**src/design/otc_pkg.sv**
```systemverilog
package otc_pkg;

   localparam int TRIM_BITS   = 8;
   localparam int LENGTH_BITS = 16;
   localparam int CSR_ADDR_BITS = 2;
   localparam int CSR_DATA_BITS = 32;

   localparam logic [LENGTH_BITS-1:0] TARGET_RESET = LENGTH_BITS'(2356);

   // word index of the target length register
   localparam logic [CSR_ADDR_BITS-1:0] REG_TARGET_LENGTH = '0;

   localparam logic CMD_START   = 1'b0;
   localparam logic CMD_MEASURE = 1'b1;

   typedef struct packed {
      logic [TRIM_BITS-1:0] trim;
      logic                 done_res;
   } otc_result_type;

endpackage

```
**src/design/otc_ifs.sv**
```systemverilog
interface otc_req_if import otc_pkg::*; ();
   logic                   valid;
   logic                   ready;
   logic                   command;
   logic [LENGTH_BITS-1:0] frame_length;

   modport source (output valid, output command, output frame_length, input ready);
   modport sink   (input valid, input command, input frame_length, output ready);
endinterface

interface otc_rsp_if import otc_pkg::*; ();
   logic                 valid;
   logic                 ready;
   logic [TRIM_BITS-1:0] trim;
   logic                 done_res;

   modport source (output valid, output trim, output done_res, input ready);
   modport sink   (input valid, input trim, input done_res, output ready);
endinterface

```
**src/design/otc_csr.sv**
```systemverilog
module otc_csr import otc_pkg::*; (
   input  logic                     clock,
   input  logic                     reset,
   input  logic                     csr_psel,
   input  logic                     csr_penable,
   input  logic                     csr_pwrite,
   input  logic [CSR_ADDR_BITS-1:0] csr_paddr,
   input  logic [CSR_DATA_BITS-1:0] csr_pwdata,
   output logic [CSR_DATA_BITS-1:0] csr_prdata,
   output logic                     csr_pready,
   output logic [LENGTH_BITS-1:0]   target_length
);

   logic [LENGTH_BITS-1:0] target_length_ff;
   logic [LENGTH_BITS-1:0] target_length_in;
   logic                   write_hit;

   assign csr_pready = 1'b1;
   assign write_hit  = csr_psel && csr_penable && csr_pwrite && csr_pready
                       && (csr_paddr == REG_TARGET_LENGTH);

   always_comb begin
      target_length_in = target_length_ff;
      if (write_hit) begin
         target_length_in = csr_pwdata[LENGTH_BITS-1:0];
      end
   end

   always_ff @(posedge clock) begin
      if (reset) begin
         target_length_ff <= TARGET_RESET;
      end else begin
         target_length_ff <= target_length_in;
      end
   end

   always_comb begin
      csr_prdata = '0;
      if (csr_paddr == REG_TARGET_LENGTH) begin
         csr_prdata = CSR_DATA_BITS'(target_length_ff);
      end
   end

   assign target_length = target_length_ff;

endmodule

```
**src/design/otc_core.sv**
```systemverilog
module otc_core import otc_pkg::*; (
   input  logic                   clock,
   input  logic                   reset,
   input  logic                   accept,
   input  logic                   command,
   input  logic [LENGTH_BITS-1:0] frame_length,
   input  logic [LENGTH_BITS-1:0] target_length,
   output otc_result_type         result
);

   localparam logic [1:0] PH_IDLE   = 2'd0;
   localparam logic [1:0] PH_SEARCH = 2'd1;
   localparam logic [1:0] PH_NEIGH  = 2'd2;

   localparam logic [TRIM_BITS-1:0] TRIM_MAX = '1;
   localparam logic [TRIM_BITS-1:0] STEP_TOP = TRIM_BITS'(1) << (TRIM_BITS - 1);

   logic [1:0]             phase_ff, phase_in;
   logic [TRIM_BITS-1:0]   step_bit_ff, step_bit_in;
   logic [TRIM_BITS-1:0]   search_value_ff, search_value_in;
   logic [TRIM_BITS-1:0]   candidate_ff, candidate_in;
   logic [TRIM_BITS-1:0]   best_trim_ff, best_trim_in;
   logic [LENGTH_BITS-1:0] best_deviation_ff, best_deviation_in;

   logic [TRIM_BITS-1:0]   kept_value;
   logic [TRIM_BITS-1:0]   next_step;
   logic [LENGTH_BITS-1:0] deviation;
   logic [TRIM_BITS-1:0]   top;
   logic [TRIM_BITS-1:0]   best_now;

   always_comb begin
      kept_value = (frame_length < target_length) ? search_value_ff + step_bit_ff
                                                  : search_value_ff;
      next_step  = step_bit_ff >> 1;
      deviation  = (frame_length >= target_length) ? frame_length - target_length
                                                   : target_length - frame_length;
      top        = (search_value_ff == TRIM_MAX) ? TRIM_MAX : search_value_ff + 1'b1;
      best_now   = (deviation < best_deviation_ff) ? candidate_ff : best_trim_ff;
   end

   always_comb begin
      phase_in          = phase_ff;
      step_bit_in       = step_bit_ff;
      search_value_in   = search_value_ff;
      candidate_in      = candidate_ff;
      best_trim_in      = best_trim_ff;
      best_deviation_in = best_deviation_ff;
      result.trim       = best_trim_ff;
      result.done_res   = 1'b0;

      if (command == CMD_START) begin
         // a start always restarts the search from the top bit
         phase_in        = PH_SEARCH;
         step_bit_in     = STEP_TOP;
         search_value_in = '0;
         result.trim     = STEP_TOP;
      end else begin
         case (phase_ff)
            PH_SEARCH: begin
               search_value_in = kept_value;
               step_bit_in     = next_step;
               if (next_step != '0) begin
                  result.trim = kept_value + next_step;
               end else begin
                  // deviation starts at the raw last measurement
                  best_trim_in      = kept_value;
                  best_deviation_in = frame_length;
                  candidate_in      = (kept_value == '0) ? '0 : kept_value - 1'b1;
                  phase_in          = PH_NEIGH;
                  result.trim       = (kept_value == '0) ? '0 : kept_value - 1'b1;
               end
            end
            PH_NEIGH: begin
               if (deviation < best_deviation_ff) begin
                  best_deviation_in = deviation;
                  best_trim_in      = candidate_ff;
               end
               if (candidate_ff < top) begin
                  candidate_in = candidate_ff + 1'b1;
                  result.trim  = candidate_ff + 1'b1;
               end else begin
                  phase_in        = PH_IDLE;
                  result.trim     = best_now;
                  result.done_res = 1'b1;
               end
            end
            default: begin
               phase_in = PH_IDLE;
            end
         endcase
      end
   end

   always_ff @(posedge clock) begin
      if (reset) begin
         phase_ff          <= PH_IDLE;
         step_bit_ff       <= '0;
         search_value_ff   <= '0;
         candidate_ff      <= '0;
         best_trim_ff      <= '0;
         best_deviation_ff <= '0;
      end else if (accept) begin
         phase_ff          <= phase_in;
         step_bit_ff       <= step_bit_in;
         search_value_ff   <= search_value_in;
         candidate_ff      <= candidate_in;
         best_trim_ff      <= best_trim_in;
         best_deviation_ff <= best_deviation_in;
      end
   end

   a_start_loads_top_bit: assert property (@(posedge clock) disable iff (reset)
      accept && command == CMD_START |=> phase_ff == PH_SEARCH && step_bit_ff == STEP_TOP
         && search_value_ff == '0)
      else $error("start did not load the search");

   a_search_step_onehot: assert property (@(posedge clock) disable iff (reset)
      phase_ff == PH_SEARCH |-> $onehot(step_bit_ff))
      else $error("search step is not a single bit");

   a_done_from_neigh: assert property (@(posedge clock) disable iff (reset)
      accept && result.done_res |-> phase_ff == PH_NEIGH && command == CMD_MEASURE)
      else $error("done outside the neighbourhood search");

   // one extra bit so the top candidate does not wrap
   a_candidate_in_range: assert property (@(posedge clock) disable iff (reset)
      phase_ff == PH_NEIGH |-> candidate_ff <= top
         && (TRIM_BITS+1)'(candidate_ff) + 1'b1 >= (TRIM_BITS+1)'(search_value_ff))
      else $error("candidate left the neighbourhood");

endmodule

```
**src/design/otc_out_buf.sv**
```systemverilog
module otc_out_buf import otc_pkg::*; (
   input  logic           clock,
   input  logic           reset,
   input  logic           push,
   input  otc_result_type push_data,
   output logic           can_push,
   otc_rsp_if.source      rsp_if
);

   logic           out_valid_ff, out_valid_in;
   logic           skid_valid_ff, skid_valid_in;
   otc_result_type out_data_ff, out_data_in;
   otc_result_type skid_data_ff, skid_data_in;
   logic           pop;

   assign can_push = !skid_valid_ff;
   assign pop      = out_valid_ff && rsp_if.ready;

   always_comb begin
      out_valid_in  = out_valid_ff;
      skid_valid_in = skid_valid_ff;
      out_data_in   = out_data_ff;
      skid_data_in  = skid_data_ff;
      if (!out_valid_ff || pop) begin
         if (skid_valid_ff) begin
            out_valid_in  = 1'b1;
            out_data_in   = skid_data_ff;
            skid_valid_in = 1'b0;
         end else begin
            out_valid_in = push;
            out_data_in  = push_data;
         end
      end else if (push) begin
         // output held by the receiver, park the new transaction
         skid_valid_in = 1'b1;
         skid_data_in  = push_data;
      end
   end

   always_ff @(posedge clock) begin
      if (reset) begin
         out_valid_ff  <= 1'b0;
         skid_valid_ff <= 1'b0;
      end else begin
         out_valid_ff  <= out_valid_in;
         skid_valid_ff <= skid_valid_in;
      end
      out_data_ff  <= out_data_in;
      skid_data_ff <= skid_data_in;
   end

   assign rsp_if.valid    = out_valid_ff;
   assign rsp_if.trim     = out_data_ff.trim;
   assign rsp_if.done_res = out_data_ff.done_res;

endmodule

```
**src/design/oscillator_trim_calibrator_unit.sv**
```systemverilog
// oscillator trim calibrator
// req_if carries commands: command 0 starts a calibration, command 1 delivers
// the frame length measured with the trim last presented on rsp_if.
// every accepted request transaction yields exactly one rsp_if transaction
// holding the trim to apply next and done_res, set on the final calibrated trim.
// a calibration is a start, eight bit-test measurements and two or three
// neighbourhood measurements; a measurement while idle returns the current trim.
// the response is registered in the output buffer; one request is taken per
// cycle while the skid entry is free, the state update being a single compare,
// subtract and select between the state registers and the result register.
// a two-entry output buffer (result register plus skid) keeps req_if.ready high
// for one extra transaction while the receiver stalls, then drops it until
// the receiver takes a response.
// target_length is written over the csr_ apb port at byte address 0; the user
// is to write it only while idle, which the block leaves unchecked. synchronous
// reset clears the search state, the trim to 0 and the target length to 2356.
module oscillator_trim_calibrator_unit import otc_pkg::*; (
   input  logic                     clock,
   input  logic                     reset,
   otc_req_if.sink                  req_if,
   otc_rsp_if.source                rsp_if,
   input  logic                     csr_psel,
   input  logic                     csr_penable,
   input  logic                     csr_pwrite,
   input  logic [CSR_ADDR_BITS-1:0] csr_paddr,
   input  logic [CSR_DATA_BITS-1:0] csr_pwdata,
   output logic [CSR_DATA_BITS-1:0] csr_prdata,
   output logic                     csr_pready
);

   logic [LENGTH_BITS-1:0] target_length;
   logic                   can_push;
   logic                   accept;
   otc_result_type         result;

   assign req_if.ready = can_push;
   assign accept       = req_if.valid && can_push;

   otc_csr u_csr (
      .clock         (clock),
      .reset         (reset),
      .csr_psel      (csr_psel),
      .csr_penable   (csr_penable),
      .csr_pwrite    (csr_pwrite),
      .csr_paddr     (csr_paddr),
      .csr_pwdata    (csr_pwdata),
      .csr_prdata    (csr_prdata),
      .csr_pready    (csr_pready),
      .target_length (target_length)
   );

   otc_core u_core (
      .clock         (clock),
      .reset         (reset),
      .accept        (accept),
      .command       (req_if.command),
      .frame_length  (req_if.frame_length),
      .target_length (target_length),
      .result        (result)
   );

   otc_out_buf u_out_buf (
      .clock     (clock),
      .reset     (reset),
      .push      (accept),
      .push_data (result),
      .can_push  (can_push),
      .rsp_if    (rsp_if)
   );

endmodule

```
**src/flat_wrapper.sv**
```systemverilog
// flat-port wrapper written by rule: the top's interface ports become plain ports
module oscillator_trim_calibrator_unit_flat import otc_pkg::*;
  (clock, reset, csr_psel, csr_penable, csr_pwrite, csr_paddr, csr_pwdata, csr_prdata, csr_pready, req_if_valid, req_if_command, req_if_frame_length, req_if_ready, rsp_if_valid, rsp_if_trim, rsp_if_done_res, rsp_if_ready);
  otc_req_if req_if_i ();
  otc_rsp_if rsp_if_i ();
  input  logic clock;
  input  logic reset;
  input  logic csr_psel;
  input  logic csr_penable;
  input  logic csr_pwrite;
  input  logic [CSR_ADDR_BITS-1:0] csr_paddr;
  input  logic [CSR_DATA_BITS-1:0] csr_pwdata;
  output logic [CSR_DATA_BITS-1:0] csr_prdata;
  output logic csr_pready;
  input wire logic [$bits(req_if_i.valid)-1:0] req_if_valid;
  input wire logic [$bits(req_if_i.command)-1:0] req_if_command;
  input wire logic [$bits(req_if_i.frame_length)-1:0] req_if_frame_length;
  output wire logic [$bits(req_if_i.ready)-1:0] req_if_ready;
  output wire logic [$bits(rsp_if_i.valid)-1:0] rsp_if_valid;
  output wire logic [$bits(rsp_if_i.trim)-1:0] rsp_if_trim;
  output wire logic [$bits(rsp_if_i.done_res)-1:0] rsp_if_done_res;
  input wire logic [$bits(rsp_if_i.ready)-1:0] rsp_if_ready;
  assign req_if_i.valid = req_if_valid;
  assign req_if_i.command = req_if_command;
  assign req_if_i.frame_length = req_if_frame_length;
  assign req_if_ready = req_if_i.ready;
  assign rsp_if_valid = rsp_if_i.valid;
  assign rsp_if_trim = rsp_if_i.trim;
  assign rsp_if_done_res = rsp_if_i.done_res;
  assign rsp_if_i.ready = rsp_if_ready;
  oscillator_trim_calibrator_unit u_core (.clock(clock), .reset(reset), .req_if(req_if_i), .rsp_if(rsp_if_i), .csr_psel(csr_psel), .csr_penable(csr_penable), .csr_pwrite(csr_pwrite), .csr_paddr(csr_paddr), .csr_pwdata(csr_pwdata), .csr_prdata(csr_prdata), .csr_pready(csr_pready));
endmodule
```
**config.mk**
```make
export PLATFORM = sky130hd
export DESIGN_NAME = oscillator_trim_calibrator_unit_flat
export DESIGN_NICKNAME = d
export VERILOG_FILES = /design/src/design/otc_pkg.sv /design/src/design/otc_ifs.sv /design/src/design/otc_csr.sv /design/src/design/otc_core.sv /design/src/design/otc_out_buf.sv /design/src/design/oscillator_trim_calibrator_unit.sv /design/src/flat_wrapper.sv
export SDC_FILE = /design/constraint.sdc
export NUM_CORES = 1
export LEC_CHECK = 0
export BUFFER_PORTS_ARGS = -buffer_cell sky130_fd_sc_hd__buf_2
export CAP_MARGIN = 20
export CORE_MARGIN = 10
export CORE_UTILIZATION = 56
export CTS_CLUSTER_SIZE = 12
export DETAILED_ROUTE_END_ITERATION = 16
export MAX_ROUTING_LAYER = met4
export PLACE_DENSITY = 0.82
export SLEW_MARGIN = 25
export SYNTH_ARGS = -nofsm -noshare
export SYNTH_HDL_FRONTEND = slang
export SYNTH_SLANG_ARGS = --single-unit
```
**constraint.sdc**
```tcl
create_clock -name clock -period 6.9 [get_ports clock]
set_clock_uncertainty 0.2 [all_clocks]
set_input_delay 0.345 -clock clock [delete_from_list [all_inputs] [get_ports clock]]
set_output_delay 0.345 -clock clock [all_outputs]
set_load 0.02 [all_outputs]
```
; ---- Yosys cells after proc, flatten, opt, wreduce, memory -nomap -nowiden
; Index checks and enable logic that the tools add are counted.
[word_totals]
regBits = 86
input_bits = 58
output_inout_bits = 44
word_cells = 84
[op_classes]
addsub = 7
n_lt_le_gt_ge = 4
eq_ne = 9
n_mux = 31
n_bitwise = 1
reduce_logical = 19
[ops]
columns = cell, count
row1 = $mux W8, 14
row2 = $mux W16, 4
row3 = $pmux W8 S2, 3
row4 = $lt A16 B16 Y1, 2
row5 = $pmux W16 S2, 1
row6 = $sub A16 B16 Y16, 2
row7 = $add A8 B1 Y8 const B, 2
row8 = $ge A16 B16 Y1, 1
row9 = $reduce_and A5 Y1, 2
row10 = $mux W9, 1
row11 = $add A8 B7 Y8, 1
row12 = $add A8 B8 Y8, 1
row13 = $eq A8 B8 Y1 const B, 1
row14 = $logic_not A8 Y1, 1
row15 = $lt A8 B8 Y1, 1
row16 = $reduce_bool A8 Y1, 1
row17 = $sub A8 B1 Y8 const B, 1
row18 = $mux W2, 3
row19 = $ne A2 B2 Y1 const B, 3
row20 = $ne A3 B3 Y1 const B, 2
row21 = $logic_and A1 B1 Y1, 5
row22 = $mux W1, 4
row23 = $pmux W2 S2, 1
row24 = $reduce_and A2 Y1, 2
row25 = other kinds (11), 12

; ---- Depth between registers and ports, before layout
; Gate-level depths: netlist of the first run.
[depth]
ltp_word = 8
ltp_mapped = 27
depth_no_buf = 23

; ---- Cells and area by module
; From an unflattened synthesis of the first run, not the netlist that was laid out.
[hier_totals]
hier_cells = 922
hier_area_um2 = 7613.6
[modules_own_cells]
columns = mod, instances, cells_per_inst, area_per_inst_um2, seq_area_each_um2
row1 = otc_core, 1, 777, 5893.2, 1001.0
row2 = otc_csr, 1, 107, 959.7, 320.3
row3 = otc_out_buf, 1, 37, 754.5, 580.6
row4 = oscillator_trim_calibrator_unit, 1, 1, 6.3, 0.0

; ---- Worst setup path before layout of the first run
; Ideal clock, no wire load.
[synth_timing]
kind = input port to flip-flop
startpoint = in req_if_frame_length[13]
endpoint = reg u_core.u_out_buf.out_data_ff (netlist bit u_core.u_out_buf.rsp_if.trim[7]) (data pin)
setup_ps = 268
t_arrival_ps = 5092
t_required_ps = 6432
setup_slack_ps = 1339
path_stages = 25
n_path_buf = 5
path_cell_list = inv_1 ha_1 buf_6 and4_4 a41o_1 or3_1 buf_6 or3_1 buf_6 buf_6 a31o_2 o21ai_1 xnor2_1 inv_1 ha_1 a211oi_1 o21ai_0 a211oi_1 o221ai_1 clkbuf_1 nor2_1 o21bai_1 a311o_1 a211oi_1 o31ai_1
[synth_between]
elab_chain_len = 8
word_cells_on_any_way = 17
classes_between = add/sub: 4 / order compare: 3 / mux: 9 / reduce/logical: 1
[synth_lines]
columns = element, line_no
row1 = "start, declared", flat_wrapper.sv:17  ; input wire logic [$bits(req_if_i.frame_length)-1:0] req_if_frame_length;
row2 = "$sub A16 B16 Y16, or another cell as far along", otc_core.sv:36  ; : target_length - frame_length;
row3 = $mux W16 or $mux W8 (tied branches), "otc_core.sv:35, otc_core.sv:32"
row4 = "$lt A16 B16 Y1, or another cell as far along", otc_core.sv:38  ; best_now = (deviation < best_deviation_ff) ? candidate_ff : best_trim_ff;
row5 = $mux W8 (on tied branches), --
row6 = $mux W8 (on tied branches), "otc_core.sv:78, otc_core.sv:62"
row7 = $pmux W8 S2 (*), otc_core.sv:58  ; case (phase_ff)
row8 = $mux W8 (*), otc_core.sv:51  ; if (command == CMD_START) begin
row9 = $mux W9 (*), otc_out_buf.sv:25  ; if (skid_valid_ff) begin
row10 = "end signal, assigned", otc_out_buf.sv:48  ; out_data_ff <= out_data_in;
row11 = "end, declared", otc_out_buf.sv:12  ; otc_result_type out_data_ff, out_data_in;
; Mark *: on every way between the ends. The rest lies on a longest branch, timed or not.
; A chain may end at the register's enable or synchronous reset.

; ---- Worst setup path in the final report of the first run
[layout_timing]
startpoint = reg u_core.u_csr.target_length_ff[14] (netlist: u_core.u_csr.target_length[14])
endpoint = reg u_core.u_out_buf.out_data_ff (netlist bit u_core.u_out_buf.rsp_if.trim[6]) (data pin)
[layout_between]
elab_chain_len = 8
word_cells_on_any_way = 17
classes_between = add/sub: 4 / order compare: 3 / mux: 9 / reduce/logical: 1
[layout_lines]
columns = element, line_no
row1 = "start, declared", otc_csr.sv:14  ; logic [LENGTH_BITS-1:0] target_length_ff;
row2 = "start signal, assigned", otc_csr.sv:33  ; target_length_ff <= target_length_in;
row3 = "$sub A16 B16 Y16, or another cell as far along", otc_core.sv:36
row4 = $mux W16 or $mux W8 (tied branches), "otc_core.sv:35, otc_core.sv:32"
row5 = "$lt A16 B16 Y1, or another cell as far along", otc_core.sv:38
row6 = $mux W8 (on tied branches), --
row7 = $mux W8 (on tied branches), "otc_core.sv:78, otc_core.sv:62"
row8 = $pmux W8 S2 (*), otc_core.sv:58
row9 = $mux W8 (*), otc_core.sv:51
row10 = $mux W9 (*), otc_out_buf.sv:25
; Marks and branches as above.

==> results of run 1 <==
-- Yosys cell counts, types with 5 or more instances --
cell	number	area, um^2
sky130_fd_sc_hd__o221ai_1	5	43.8
sky130_fd_sc_hd__a211oi_1	17	128
sky130_fd_sc_hd__nor4_1	9	56.3
sky130_fd_sc_hd__o21ai_1	5	25.0
sky130_fd_sc_hd__or3_1	10	62.6
sky130_fd_sc_hd__mux2_2	10	113
sky130_fd_sc_hd__a21o_1	15	113
sky130_fd_sc_hd__dfxtp_1	68	1360
sky130_fd_sc_hd__and2_1	7	43.8
sky130_fd_sc_hd__nand2b_1	9	56.3
sky130_fd_sc_hd__o21ai_0	49	245
sky130_fd_sc_hd__o21bai_1	5	37.5
sky130_fd_sc_hd__nor2_1	87	327
sky130_fd_sc_hd__a31oi_1	11	68.8
sky130_fd_sc_hd__o31ai_1	11	82.6
sky130_fd_sc_hd__nand4_1	12	75.1
sky130_fd_sc_hd__a22oi_1	15	113
sky130_fd_sc_hd__xor2_1	14	123
sky130_fd_sc_hd__edfxtp_1	18	541
sky130_fd_sc_hd__nand2_1	93	349
sky130_fd_sc_hd__buf_6	6	67.6
sky130_fd_sc_hd__o211ai_1	17	128
sky130_fd_sc_hd__inv_1	75	282
sky130_fd_sc_hd__buf_4	17	128
sky130_fd_sc_hd__a21oi_1	75	375
sky130_fd_sc_hd__nor3_1	36	180
sky130_fd_sc_hd__o21a_1	7	52.6
sky130_fd_sc_hd__xnor2_1	15	131
sky130_fd_sc_hd__o22ai_1	7	43.8
sky130_fd_sc_hd__o221a_2	5	56.3
sky130_fd_sc_hd__mux2i_1	15	150
sky130_fd_sc_hd__a221oi_1	5	43.8
sky130_fd_sc_hd__clkbuf_1	47	176
sky130_fd_sc_hd__ha_1	73	913
sky130_fd_sc_hd__a211o_1	8	70.1
sky130_fd_sc_hd__and3_1	8	50.1
sky130_fd_sc_hd__nand3_1	21	105
sky130_fd_sc_hd__nor2b_1	8	50.1
-- cells by family after synthesis --
kind of cell	after synthesis	synth area share, %
simple gates	316	19.9
compound gates	286	25.5
buf+inv	152	8.97
flops	86	25.0
fa+ha+maj	77	13.1
xor+xnor	30	3.56
mux	27	3.95
other cells	2	0.0988
-- flip-flops by register name (all words and copies together) (netlist names) --
signal                            count
u_core.u_core.candidate_ff            8
u_core.u_core.search_value_ff         8
u_core.u_core.phase_ff                2
u_core.u_core.best_trim_ff            8
u_core.u_out_buf.skid_data_ff         9
u_core.u_out_buf.rsp_if.done_res      1
u_core.u_core.best_deviation_ff      16
u_core.u_csr.target_length           16
u_core.u_core.step_bit_ff             8
u_core.u_out_buf.skid_valid_ff        1
u_core.u_out_buf.rsp_if.valid         1
u_core.u_out_buf.rsp_if.trim          8
-- layout make-up --
| type | instances | area [um^2] |
|---|---|---|
| repair buffers | 78 | 415 |
| flip-flops and latches | 86 | 1900 |
| fillers | 1184 | 5110 |
| clock inverters | 6 | 47.5 |
| multi-input cells | 753 | 5080 |
| clock buffers | 10 | 229 |
| inverters | 77 | 289 |
| well taps | 176 | 220 |
-- metrics by stage --
| stage | utilization [%] | setup slack, ns | instances |
|---|---|---|---|
| floorplan | - | 1.34 | 991 |
| global placement | 59.4 | 0.581 | 1170 |
| detailed placement | 59.4 | 0.513 | 1170 |
| CTS | 61.5 | 0.704 | 1186 |
| global route | 61.5 | 0.268 | 1186 |
| finish | 61.5 | 0.661 | 1186 |
-- cell usage in the layout (no fill, tap or decap), drive strengths merged, types with 9 or more instances in the layout --
| cell type | count |
|---|---|
| a211oi | 17 |
| a21o | 15 |
| a21oi | 75 |
| a22oi | 15 |
| a31oi | 12 |
| buf | 78 |
| clkbuf | 10 |
| conb | 17 |
| dfxtp | 68 |
| edfxtp | 18 |
| ha | 73 |
| inv | 76 |
| mux2 | 11 |
| mux2i | 16 |
| nand2 | 93 |
| nand2b | 9 |
| nand3 | 21 |
| nand4 | 12 |
| nor2 | 88 |
| nor3 | 36 |
| nor4 | 10 |
| o211ai | 17 |
| o21ai | 54 |
| o31ai | 11 |
| or3 | 10 |
| xnor2 | 16 |
| xor2 | 14 |
-- power by group through the flow --
stage                     clock network, mW  logic (mW)  registers [mW]
after CTS                             0.472       0.297           0.534
after detailed placement                  0       0.295           0.545
after floorplan                           0       0.223           0.550
final                                 0.471       0.303           0.534
after global placement                    0       0.291           0.545
after global routing                  0.495       0.334           0.535
-- per-layer routing --
metal  up-vias  share of wire [%]  GRT usage [%]
met5         -                  0              -
met4         0                2.7           8.22
met1      3413                 45           30.9
met3        54                8.2           3.74
li1       3554                  -              -
met2       359                 44           34.8
-- worst max-delay path: cells and delay by family (launching register included) --
family	cells	cell delay, ns
buf+inv	2	0.54
fa+ha+maj	2	0.75
compound gates	10	1.93
mux	2	0.30
flops	1	0.33
simple gates	5	1.72
xor+xnor	1	0.19
-- worst max-delay path by stage --
stage / to / slack (ns) / start / cells after the start
2_1_floorplan: u_core.u_out_buf.rsp_if.trim[7] / 1.34 / req_if_frame_length[13] / 25
3_3_place_gp: u_core.u_out_buf.rsp_if.trim[7] / 0.58 / req_if_frame_length[14] / 23
3_5_place_dp: u_core.u_out_buf.rsp_if.trim[7] / 0.51 / req_if_frame_length[14] / 23
4_1_cts: u_core.u_out_buf.rsp_if.trim[7] / 0.70 / u_core.u_csr.target_length[14] / 21
5_1_grt: u_core.u_out_buf.rsp_if.trim[7] / 0.27 / u_core.u_csr.target_length[14] / 21
6_report: u_core.u_out_buf.rsp_if.trim[6] / 0.66 / u_core.u_csr.target_length[14] / 22
==> flow_summary.rst, run 1 <==
.. list-table::
   :header-rows: 1

   * - Metric
     - Value
   * - Result of the run
     - complete, no violations
   * - Vias post-DR
     - 7380
   * - Via count of the first global-routing pass
     - around 6900
   * - Worst setup path category
     - register to register
   * - Worst hold margin
     - 0.0147 ns
   * - Port Buffer Count
     - 68
   * - Antenna Cells
     - 0
   * - Slew of the pin with the lowest slew margin
     - 0.849 ns
   * - Post-layout instance area
     - 0.00818 mm^2
   * - Period minus WS final
     - 6.24 ns
   * - Antenna violations before repair
     - 0
   * - Yosys cell types
     - 77
   * - Crit path launch type
     - register
   * - Switching share of power
     - around a third
   * - Leakage
     - 3.46 nW
   * - # hold bufs at CTS
     - 0
   * - Horizontal extent of the die
     - 137 um
   * - MaxCap Viol Count
     - 0
   * - Hold path startpoint
     - csr_pwdata[11]
   * - #FFs+latches synth
     - 86
   * - Maximum number of pins on one net before global-route repair
     - 61
   * - Wirelength, routed
     - ~21000 um
   * - Sink count of the clock tree
     - 86
   * - 1st-pass router iterations
     - 6
   * - Clock buffer count from CTS
     - 9
   * - Class of the tightest hold or removal check
     - input port to register
   * - Global route overflow
     - 0
   * - Slowest-stage cell, CP
     - sky130_fd_sc_hd__or3_1
   * - Clock latency on the worst-skew pair
     - about 0.36 ns
   * - Master cell of the clock root buffer
     - sky130_fd_sc_hd__clkbuf_16
   * - R2r setup slk
     - roughly 0.66 ns
   * - Endpoint of the lowest-slack register-to-register path
     - u_core.u_out_buf.rsp_if.trim[6]
   * - Buffers inserted by post-CTS timing repair
     - 0
   * - Die footprint
     - around 0.019 mm^2
   * - Int Power
     - 0.886 mW
   * - Growth of design area from synthesis to finish
     - 7.62%
   * - 1st-iter DRT viols
     - between 800 and 900
   * - Unrepaired setup endpoints after global routing
     - false
   * - Detailed placement HPWL
     - around 16000 um
   * - Avg Cell Area, Syn
     - roughly 8 um^2
   * - Reg2reg path depth
     - 22
   * - Mapped Area
     - 0.00760 mm^2
   * - Final critical-path share of the clock period
     - between 90% and 100%
   * - Number of cells traversed by the worst hold path
     - 3
   * - Fraction of power consumed by combinational cells
     - a little under a quarter
   * - Worst max-slew margin expressed relative to the limit
     - between 40 and 50%
   * - Setup violation total in the final timing report
     - 0
   * - Wire length of the first global-routing pass
     - approximately 34000 um
   * - Num ports
     - between 100 and 150
   * - Clock tree from TritonCTS
     - yes
   * - Share of async-settable or async-resettable flops after synthesis
     - 0%
   * - Number of buffers on the longest clock path
     - 2
   * - Fraction of the yosys area taken by sequential cells
     - approximately a quarter
   * - Final setup TNS
     - 0 ns
   * - Count of endpoints failing hold in the final timing report
     - 0
   * - Sequential power share
     - ~40%
   * - Cells traversed along the worst timing path
     - ha_1, and4_4, a41o_1, or3_1, or3_1, buf_4, a211oi_1, a21oi_1, a41oi_2, o21ai_0, xor2_1, ha_1, nand4_1, nor2_1, o221ai_1, o221ai_1, buf_4, mux2i_1, mux2i_1, a221o_1, a21oi_1, o31ai_1
   * - Core ar.
     - 0.0133 mm^2
   * - Number of remaining DRC errors
     - 0
   * - Worst-path clk slew
     - roughly 0.07 ns
   * - Fraction of final layout cells with drive strength greater than 1
     - between 10% and 20%
   * - Instance area after placement
     - about 0.0079 mm^2
   * - Worst R2R Start
     - u_core.u_csr.target_length[14]
   * - Number of instances resized during post-cts repair
     - 0
   * - Required time of the critical path
     - ~6.8 ns
   * - Count of H-tree levels built during CTS
     - 3
   * - Placer's final routability congestion estimate
     - about 0.97
   * - Final antenna-violating net count
     - 0
   * - Synthesis Warnings
     - 0
   * - Per-cell routed wire length
     - approximately 18 um
   * - Max Transition Viols Final
     - 0
   * - Switching Power
     - about 0.42 mW
   * - CP arrival
     - 6.13 ns
   * - GR Util All Layers
     - 23.2%
   * - Die H
     - roughly 140 um
   * - Peak ir drop on the vdd network
     - slightly above 0.1 mV
   * - Net count, final
     - roughly 1100
   * - Post-Synthesis Cells
     - 976
   * - Number of flops mapped to enable cells by yosys
     - 18
   * - CP max stage delay
     - around 0.7 ns
   * - Clock network fraction of total power
     - 36.0%
   * - Count of standard-cell rows
     - 42
   * - Most used DFF post-synth
     - sky130_fd_sc_hd__dfxtp_1
   * - Via density per instance
     - about 6.2
   * - Endpoint, Worst Hold
     - u_core.u_csr.target_length[11]
   * - Peak fanout along the critical path
     - 13
   * - Starting density of the core
     - 57.2%
   * - Crit end category
     - register
   * - Power per cell area
     - between 150 and 200 mW/mm^2
   * - Power consumption
     - between 1 and 1.5 mW
   * - Upper clock frequency limit
     - around 160 MHz
Note: power is estimated with default switching activity, not from simulation.
==> run 2, diff against run 1 <==
--- a/config.mk
+++ b/config.mk
@@ -11,6 +11,7 @@
 export CORE_UTILIZATION = 56
 export CTS_CLUSTER_SIZE = 12
 export DETAILED_ROUTE_END_ITERATION = 16
+export HOLD_SLACK_MARGIN = 0.03
 export MAX_ROUTING_LAYER = met4
 export PLACE_DENSITY = 0.82
 export SLEW_MARGIN = 25
==> run 2 against run 1 <==
Largest cell class unchanged. Worst hold slack better by 0.015 ns. Highest routed layer unchanged. Largest power group unchanged. First-iteration DRC count up 20%. Sequential share of layout area down 0.28 points. Maximum frequency down 0.18%. Non-clock buffer count up 10. Combinational power up 1%.
==> flow_summary.rst, run 2 (synthesis results as in run 1) <==
.. list-table::
   :header-rows: 1

   * - Metric
     - Value
   * - Power per cell area
     - 158 mW/mm^2 (-1.0%)
   * - Worst setup path category
     - register to register
   * - Most common library cell in the layout ignoring fill and taps
     - sky130_fd_sc_hd__nand2_1
   * - Growth of design area from synthesis to finish
     - 8.94%
   * - Net count, final
     - 1150 (+0.88%)
   * - Die H
     - 137 um (unchanged)
   * - Crit end category
     - register
   * - Slew of the pin with the lowest slew margin
     - 0.860 ns (+0.0111 ns)
   * - Inst Count DP
     - 1170 (unchanged)
   * - Fraction of final layout cells with drive strength greater than 1
     - 12.5% (-0.12 points)
   * - Upper clock frequency limit
     - 160 MHz (-0.18%)
   * - Wire length of the first global-routing pass
     - 34600 um (+0.58%)
   * - 1st-iter DRT viols
     - 1030 (+20%)
   * - CP arrival
     - 6.14 ns (about the same)
   * - End point of the critical path
     - u_core.u_out_buf.rsp_if.trim[6]
   * - Buffers inserted by post-CTS timing repair
     - 0 (unchanged)
   * - R2r setup slk
     - 0.65 ns (about the same)
   * - Num ports
     - 102 (unchanged)
   * - Port Buffer Count
     - 68 (unchanged)
   * - Placer's final routability congestion estimate
     - 0.966 (unchanged)
   * - Worst max-slew margin expressed relative to the limit
     - 42.0% (-0.74 points)
   * - Sink count of the clock tree
     - 86 (unchanged)
   * - Leakage
     - 3.50 nW (+1.2%)
   * - Period minus WS final
     - 6.25 ns (+0.0114 ns)
   * - Horizontal extent of the die
     - 137 um (unchanged)
   * - Starting density of the core
     - 57.2% (unchanged)
   * - Hold path startpoint
     - csr_pwdata[0]
   * - Setup violation total in the final timing report
     - 0 (unchanged)
   * - Class of the tightest hold or removal check
     - input port to register
   * - Clock buffer count from CTS
     - 9 (unchanged)
   * - MaxCap Viol Count
     - 0 (unchanged)
   * - Required time of the critical path
     - 6.79 ns (about the same)
   * - Core ar.
     - 0.0133 mm^2 (unchanged)
   * - Result of the run
     - complete, no violations
   * - Worst-path clk slew
     - 0.07 ns (about the same)
   * - Most frequent cells in the layout
     - sky130_fd_sc_hd__nand2_1 (93), sky130_fd_sc_hd__nor2_1 (87), sky130_fd_sc_hd__inv_1 (75), sky130_fd_sc_hd__a21oi_1 (75), sky130_fd_sc_hd__ha_1 (73)
   * - Worst setup path start
     - u_core.u_csr.target_length[14]
   * - Final critical-path share of the clock period
     - 90.6% (+0.16 points)
   * - Final setup TNS
     - 0 ns (unchanged)
   * - Global route overflow
     - 0 (unchanged)
   * - Detailed placement HPWL
     - 16000 um (unchanged)
   * - Vias post-DR
     - 7338 (-0.57%)
   * - Clock latency on the worst-skew pair
     - 0.35 ns (about the same)
   * - GR Util All Layers
     - 23.3% (+0.13 points)
   * - Antenna Cells
     - 0 (unchanged)
   * - Unrepaired setup endpoints after global routing
     - false
   * - Antenna violations before repair
     - 0 (unchanged)
   * - Count of H-tree levels built during CTS
     - 3 (unchanged)
   * - Die footprint
     - 0.0186 mm^2 (unchanged)
   * - Crit path launch type
     - register
   * - Filler Cells Inserted
     - 1165 (-1.6%)
   * - Master cell of the clock root buffer
     - sky130_fd_sc_hd__clkbuf_16
   * - Peak fanout along the critical path
     - 13 (unchanged)
   * - Worst hold margin
     - 0.0294 ns (+0.0147 ns)
   * - Finished Layout Cells
     - 1196 (+0.84%)
   * - Count of endpoints failing hold in the final timing report
     - 0 (unchanged)
   * - Endpoint of the lowest-slack register-to-register path
     - u_core.u_out_buf.rsp_if.trim[6]
   * - Maximum number of pins on one net before global-route repair
     - 61 (unchanged)
   * - Wirelength, routed
     - 21100 um (+0.75%)
   * - Count of standard-cell rows
     - 42 (unchanged)
   * - Worst R2R Start
     - u_core.u_csr.target_length[14]
   * - Number of remaining DRC errors
     - 0 (unchanged)
   * - Via density per instance
     - 6.14 (-1.4%)
   * - Per-cell routed wire length
     - 17.6 um (about the same)
   * - Reg2reg path depth
     - 22 (unchanged)
   * - Final antenna-violating net count
     - 0 (unchanged)
   * - 1st-pass router iterations
     - 5 (-1)
   * - Clock tree from TritonCTS
     - yes
   * - Via count of the first global-routing pass
     - 6885 (+0.38%)
   * - Number of buffers on the longest clock path
     - 2 (unchanged)
   * - Max Transition Viols Final
     - 0 (unchanged)
   * - Peak ir drop on the vdd network
     - 0.103 mV (-0.80%)
-- run 2: changes by cell type in the layout (fill, tap and decap cells not counted), sizes merged --
cell,change
dlygate4sd3,+10
-- run 2: what timing repair did --
action,4_1_cts,5_1_grt
endpoints found under the setup margin,0,0
hold buffers,10,0
gates resized for setup,0,0
endpoints found under the hold margin,10,0
-- run 2: per-layer routing --
metal / GRT usage (%) / vias to the layer above / share of wire, %
met1: 30.9 / 3401 / 46
li1: - / 3570 / -
met4: 8.22 / 0 / 2.4
met2: 35.1 / 326 / 44
met3: 3.92 / 41 / 7.3
met5: - / - / 0
-- run 2: cell type report --
class / count / area (um^2) / area share, %
multi-input cells: 753 / 5080 / 61.3
flip-flops and latches: 86 / 1900 / 23.0
repair buffers: 88 / 515 / 6.22
inverters: 77 / 289 / 3.49
clock buffers: 10 / 229 / 2.76
well taps: 176 / 220 / 2.66
clock inverters: 6 / 47.5 / 0.574
-- run 2: how the worst min path moves through the flow --
stage                                               to  cells after the start  slack (ns)
detailed placement  u_core.u_core.best_deviation_ff[4]                      2        0.25
global placement    u_core.u_core.best_deviation_ff[4]                      2        0.24
CTS                      u_core.u_csr.target_length[6]                      3        0.03
global route             u_core.u_csr.target_length[8]                      3        0.04
floorplan           u_core.u_core.best_deviation_ff[1]                      2        0.23
finish                   u_core.u_csr.target_length[0]                      3        0.03
-- run 2: metrics by stage --
stage / setup WS [ns] / power, mW / instance area, um^2 / utilization, %
6_report: 0.650 / 1.31 / 8280 / 62.3
5_1_grt: 0.268 / 1.37 / 8280 / 62.3
3_3_place_gp: 0.581 / 0.836 / 7900 / 59.4
2_1_floorplan: 1.34 / 0.774 / 7660 / -
3_5_place_dp: 0.513 / 0.841 / 7900 / 59.4
4_1_cts: 0.704 / 1.31 / 8280 / 62.3
-- run 2: power by group --
group | internal [mW] | switching (mW) | total, mW
Clock | 0.247 | 0.221 | 0.468
Combinational | 0.116 | 0.191 | 0.307
Sequential | 0.526 | 0.00781 | 0.534
Total | 0.890 | 0.420 | 1.31
-- run 2: critical path, cell delays in order, from the launching register on --
cell and delay [ns]:
sky130_fd_sc_hd__dfxtp_1 0.33, sky130_fd_sc_hd__ha_1 0.43, sky130_fd_sc_hd__and4_4 0.27, sky130_fd_sc_hd__a41o_1 0.25, sky130_fd_sc_hd__or3_1 0.53, sky130_fd_sc_hd__or3_1 0.70, sky130_fd_sc_hd__buf_4 0.30, sky130_fd_sc_hd__a211oi_1 0.22
sky130_fd_sc_hd__a21oi_1 0.08, sky130_fd_sc_hd__a41oi_2 0.21, sky130_fd_sc_hd__o21ai_0 0.13, sky130_fd_sc_hd__xor2_1 0.19, sky130_fd_sc_hd__ha_1 0.33, sky130_fd_sc_hd__nand4_1 0.09, sky130_fd_sc_hd__nor2_1 0.13, sky130_fd_sc_hd__o221ai_1 0.13
sky130_fd_sc_hd__o221ai_1 0.25, sky130_fd_sc_hd__buf_4 0.23, sky130_fd_sc_hd__mux2i_1 0.19, sky130_fd_sc_hd__mux2i_1 0.10, sky130_fd_sc_hd__a221o_1 0.36, sky130_fd_sc_hd__a21oi_1 0.21, sky130_fd_sc_hd__o31ai_1 0.12
==> run 3, diff against run 2 <==
--- a/config.mk
+++ b/config.mk
@@ -6,13 +6,12 @@
 export NUM_CORES = 1
 export LEC_CHECK = 0
 export BUFFER_PORTS_ARGS = -buffer_cell sky130_fd_sc_hd__buf_2
-export CAP_MARGIN = 20
 export CORE_MARGIN = 10
 export CORE_UTILIZATION = 56
 export CTS_CLUSTER_SIZE = 12
 export DETAILED_ROUTE_END_ITERATION = 16
+export GPL_TIMING_DRIVEN = 0
 export HOLD_SLACK_MARGIN = 0.03
-export MAX_ROUTING_LAYER = met4
 export PLACE_DENSITY = 0.82
 export SLEW_MARGIN = 25
 export SYNTH_ARGS = -nofsm -noshare
==> run 3 against run 2 <==
Cell count increased by 5.2%. Total power is 5.8% higher. Non-clock buffer count up 62. Critical path depth grew 1. Die area stayed put. Combinational power up 9.1%. Flip-flop and latch count stayed put. Critical path type unchanged. Critical endpoint is now u_core.u_out_buf.rsp_if.trim[7].
==> flow_summary.rst, run 3 (synthesis results as in run 1) <==
.. list-table::
   :header-rows: 1

   * - Metric
     - Value
   * - Setup violation total in the final timing report
     - 0 (unchanged)
   * - Number of cells traversed by the worst hold path
     - 3 (unchanged)
   * - Placer's final routability congestion estimate
     - 0.994 (+2.9%)
   * - Leakage
     - 3.65 nW (+4.2%)
   * - Via density per instance
     - 6.13 (about the same)
   * - # hold bufs at CTS
     - 9 (-1)
   * - Worst R2R Start
     - u_core.u_csr.target_length[7]
   * - Wirelength, routed
     - 23400 um (+11%)
   * - GR Util All Layers
     - 24.6% (+1.3 points)
   * - Endpoint, Worst Hold
     - u_core.u_csr.target_length[1]
   * - Post-layout instance area
     - 0.00860 mm^2 (+3.9%)
   * - Number of buffers on the longest clock path
     - 2 (unchanged)
   * - MaxCap Viol Count
     - 0 (unchanged)
   * - CP max stage delay
     - 0.40 ns (-0.30 ns)
   * - CP arrival
     - 6.31 ns (+0.17 ns)
   * - Vias post-DR
     - 7717 (+5.2%)
   * - Fraction of final layout cells with drive strength greater than 1
     - 12.8% (+0.40 points)
   * - Max Transition Viols Final
     - 0 (unchanged)
   * - Per-cell routed wire length
     - 18.6 um (+5.5%)
   * - Unrepaired setup endpoints after global routing
     - false
   * - Core ar.
     - 0.0133 mm^2 (unchanged)
   * - Worst-path clk slew
     - 0.07 ns (about the same)
   * - Antenna violations before repair
     - 0 (unchanged)
   * - Instance area after placement
     - 0.00821 mm^2 (+3.9%)
   * - Clock latency on the worst-skew pair
     - 0.36 ns (about the same)
   * - 1st-pass router iterations
     - 8 (+3)
   * - Final setup TNS
     - 0 ns (unchanged)
   * - Clock tree from TritonCTS
     - yes
   * - Number of instances resized during post-cts repair
     - 0 (unchanged)
   * - Worst hold margin
     - 0.0296 ns (+0.000173 ns)
   * - Crit end category
     - register
   * - Class of the tightest hold or removal check
     - input port to register
   * - Die H
     - 137 um (unchanged)
   * - Sink count of the clock tree
     - 86 (unchanged)
   * - Reg2reg path depth
     - 23 (+4.5%)
   * - Final WS setup
     - 0.477 ns (-0.172 ns)
   * - Net count, final
     - 1212 (+5.4%)
   * - Required time of the critical path
     - 6.79 ns (about the same)
   * - Hold path startpoint
     - csr_pwdata[1]
   * - 1st-iter DRT viols
     - 925 (-10%)
   * - Endpoint of the lowest-slack register-to-register path
     - u_core.u_out_buf.rsp_if.trim[7]
   * - Slew of the pin with the lowest slew margin
     - 1.11 ns (+0.249 ns)
   * - Crit path launch type
     - register
   * - Worst setup path category
     - register to register
   * - Horizontal extent of the die
     - 137 um (unchanged)
   * - Result of the run
     - complete, no violations
   * - Antenna Cells
     - 0 (unchanged)
   * - Peak ir drop on the vdd network
     - 0.132 mV (+28%)
   * - Peak fanout along the critical path
     - 10 (-3)
   * - Number of remaining DRC errors
     - 0 (unchanged)
   * - R2r setup slk
     - 0.48 ns (-0.17 ns)
   * - Num ports
     - 102 (unchanged)
   * - Most common library cell in the layout ignoring fill and taps
     - sky130_fd_sc_hd__nand2_1
   * - Maximum number of pins on one net before global-route repair
     - 17 (-72%)
   * - Upper clock frequency limit
     - 156 MHz (-2.7%)
   * - Growth of design area from synthesis to finish
     - 13.2%
   * - Global route overflow
     - 0 (unchanged)
   * - Slowest-stage cell, CP
     - sky130_fd_sc_hd__o21a_1
   * - Count of standard-cell rows
     - 42 (unchanged)
   * - Period minus WS final
     - 6.42 ns (+0.172 ns)
   * - Count of H-tree levels built during CTS
     - 3 (unchanged)
   * - Buffers inserted by post-CTS timing repair
     - 0 (unchanged)
   * - Post-Place Setup Slack
     - 0.387 ns (-0.125 ns)
   * - Power per cell area
     - 161 mW/mm^2 (+1.8%)
   * - Worst max-slew margin expressed relative to the limit
     - 25.5% (-17 points)
   * - Wire length of the first global-routing pass
     - 36600 um (+5.9%)
   * - Most frequent cells in the layout
     - sky130_fd_sc_hd__nand2_1 (93), sky130_fd_sc_hd__nor2_1 (87), sky130_fd_sc_hd__inv_1 (75), sky130_fd_sc_hd__a21oi_1 (75), sky130_fd_sc_hd__ha_1 (73)
   * - Final antenna-violating net count
     - 0 (unchanged)
   * - Detailed placement HPWL
     - 18100 um (+13%)
   * - Count of endpoints failing hold in the final timing report
     - 0 (unchanged)
   * - Final critical-path share of the clock period
     - 93.1% (+2.5 points)
   * - Clock buffer count from CTS
     - 9 (unchanged)
   * - Dominant cell type by count on the critical path
     - sky130_fd_sc_hd__a211oi_1
   * - Die footprint
     - 0.0186 mm^2 (unchanged)
   * - Starting density of the core
     - 57.2% (unchanged)
   * - Port Buffer Count
     - 66 (-2.9%)
   * - Via count of the first global-routing pass
     - 6996 (+1.6%)
   * - Cells traversed along the worst timing path
     - ha_1, clkbuf_1, nand4_1, a21oi_1, o21a_1, or3_1, buf_6, buf_6, mux2_2, o21ai_1, xnor2_1, inv_1, ha_1, a211oi_1, o21ai_0, a211oi_1, o221ai_1, clkbuf_1, nor2_1, o21bai_1, a311o_1, a211oi_1, o31ai_1
   * - Master cell of the clock root buffer
     - sky130_fd_sc_hd__clkbuf_16
-- run 3: layer usage --
| metal | vias up | track usage, % | part of all wire (%) |
|---|---|---|---|
| met5 | - | 0 | 0 |
| met4 | 0 | 7.04 | 2.0 |
| met3 | 39 | 7.07 | 11 |
| met2 | 417 | 36.0 | 42 |
| met1 | 3574 | 34.3 | 45 |
| li1 | 3687 | - | - |
-- run 3: how the worst max path moves through the flow --
stage | slack (ns) | from | endpoint | cells after the start
6_report | 0.48 | u_core.u_csr.target_length[7] | u_core.u_out_buf.rsp_if.trim[7] | 23
4_1_cts | 0.63 | u_core.u_csr.target_length[13] | u_core.u_out_buf.rsp_if.trim[7] | 24
2_1_floorplan | 1.34 | req_if_frame_length[13] | u_core.u_out_buf.rsp_if.trim[7] | 25
3_3_place_gp | 0.41 | req_if_frame_length[13] | u_core.u_out_buf.rsp_if.trim[7] | 26
3_5_place_dp | 0.39 | req_if_frame_length[13] | u_core.u_out_buf.rsp_if.trim[7] | 26
5_1_grt | 0.21 | u_core.u_csr.target_length[5] | u_core.u_out_buf.rsp_if.trim[7] | 23
-- run 3: power by group --
part	switching [mW]	internal, mW	leakage (nW)
Combinational	0.209	0.126	2.76
Clock	0.231	0.286	0.146
Sequential	0.00760	0.526	0.739
-- run 3: cell type report --
class | count | area (um^2)
multi-input cells | 753 | 5070
fillers | 1193 | 4690
flip-flops and latches | 86 | 1900
repair buffers | 75 | 420
plain buffers | 75 | 393
inverters | 77 | 289
clock buffers | 9 | 225
well taps | 176 | 220
clock inverters | 7 | 78.8
-- run 3: critical path: cells and delay by family, from the launching register on --
kind	cells	cell delay, ns
fa+ha+maj	2	0.58
compound gates	11	2.64
xor+xnor	1	0.24
buf+inv	5	1.11
mux	1	0.35
simple gates	3	0.69
flops	1	0.33
-- run 3: through the flow --
step                cells  util, %  power (mW)
global placement     1233     61.7       0.858
finish               1258     64.7        1.39
CTS                  1258     64.7        1.38
detailed placement   1233     61.7       0.864
global route         1258     64.7        1.44
floorplan             991        -       0.774
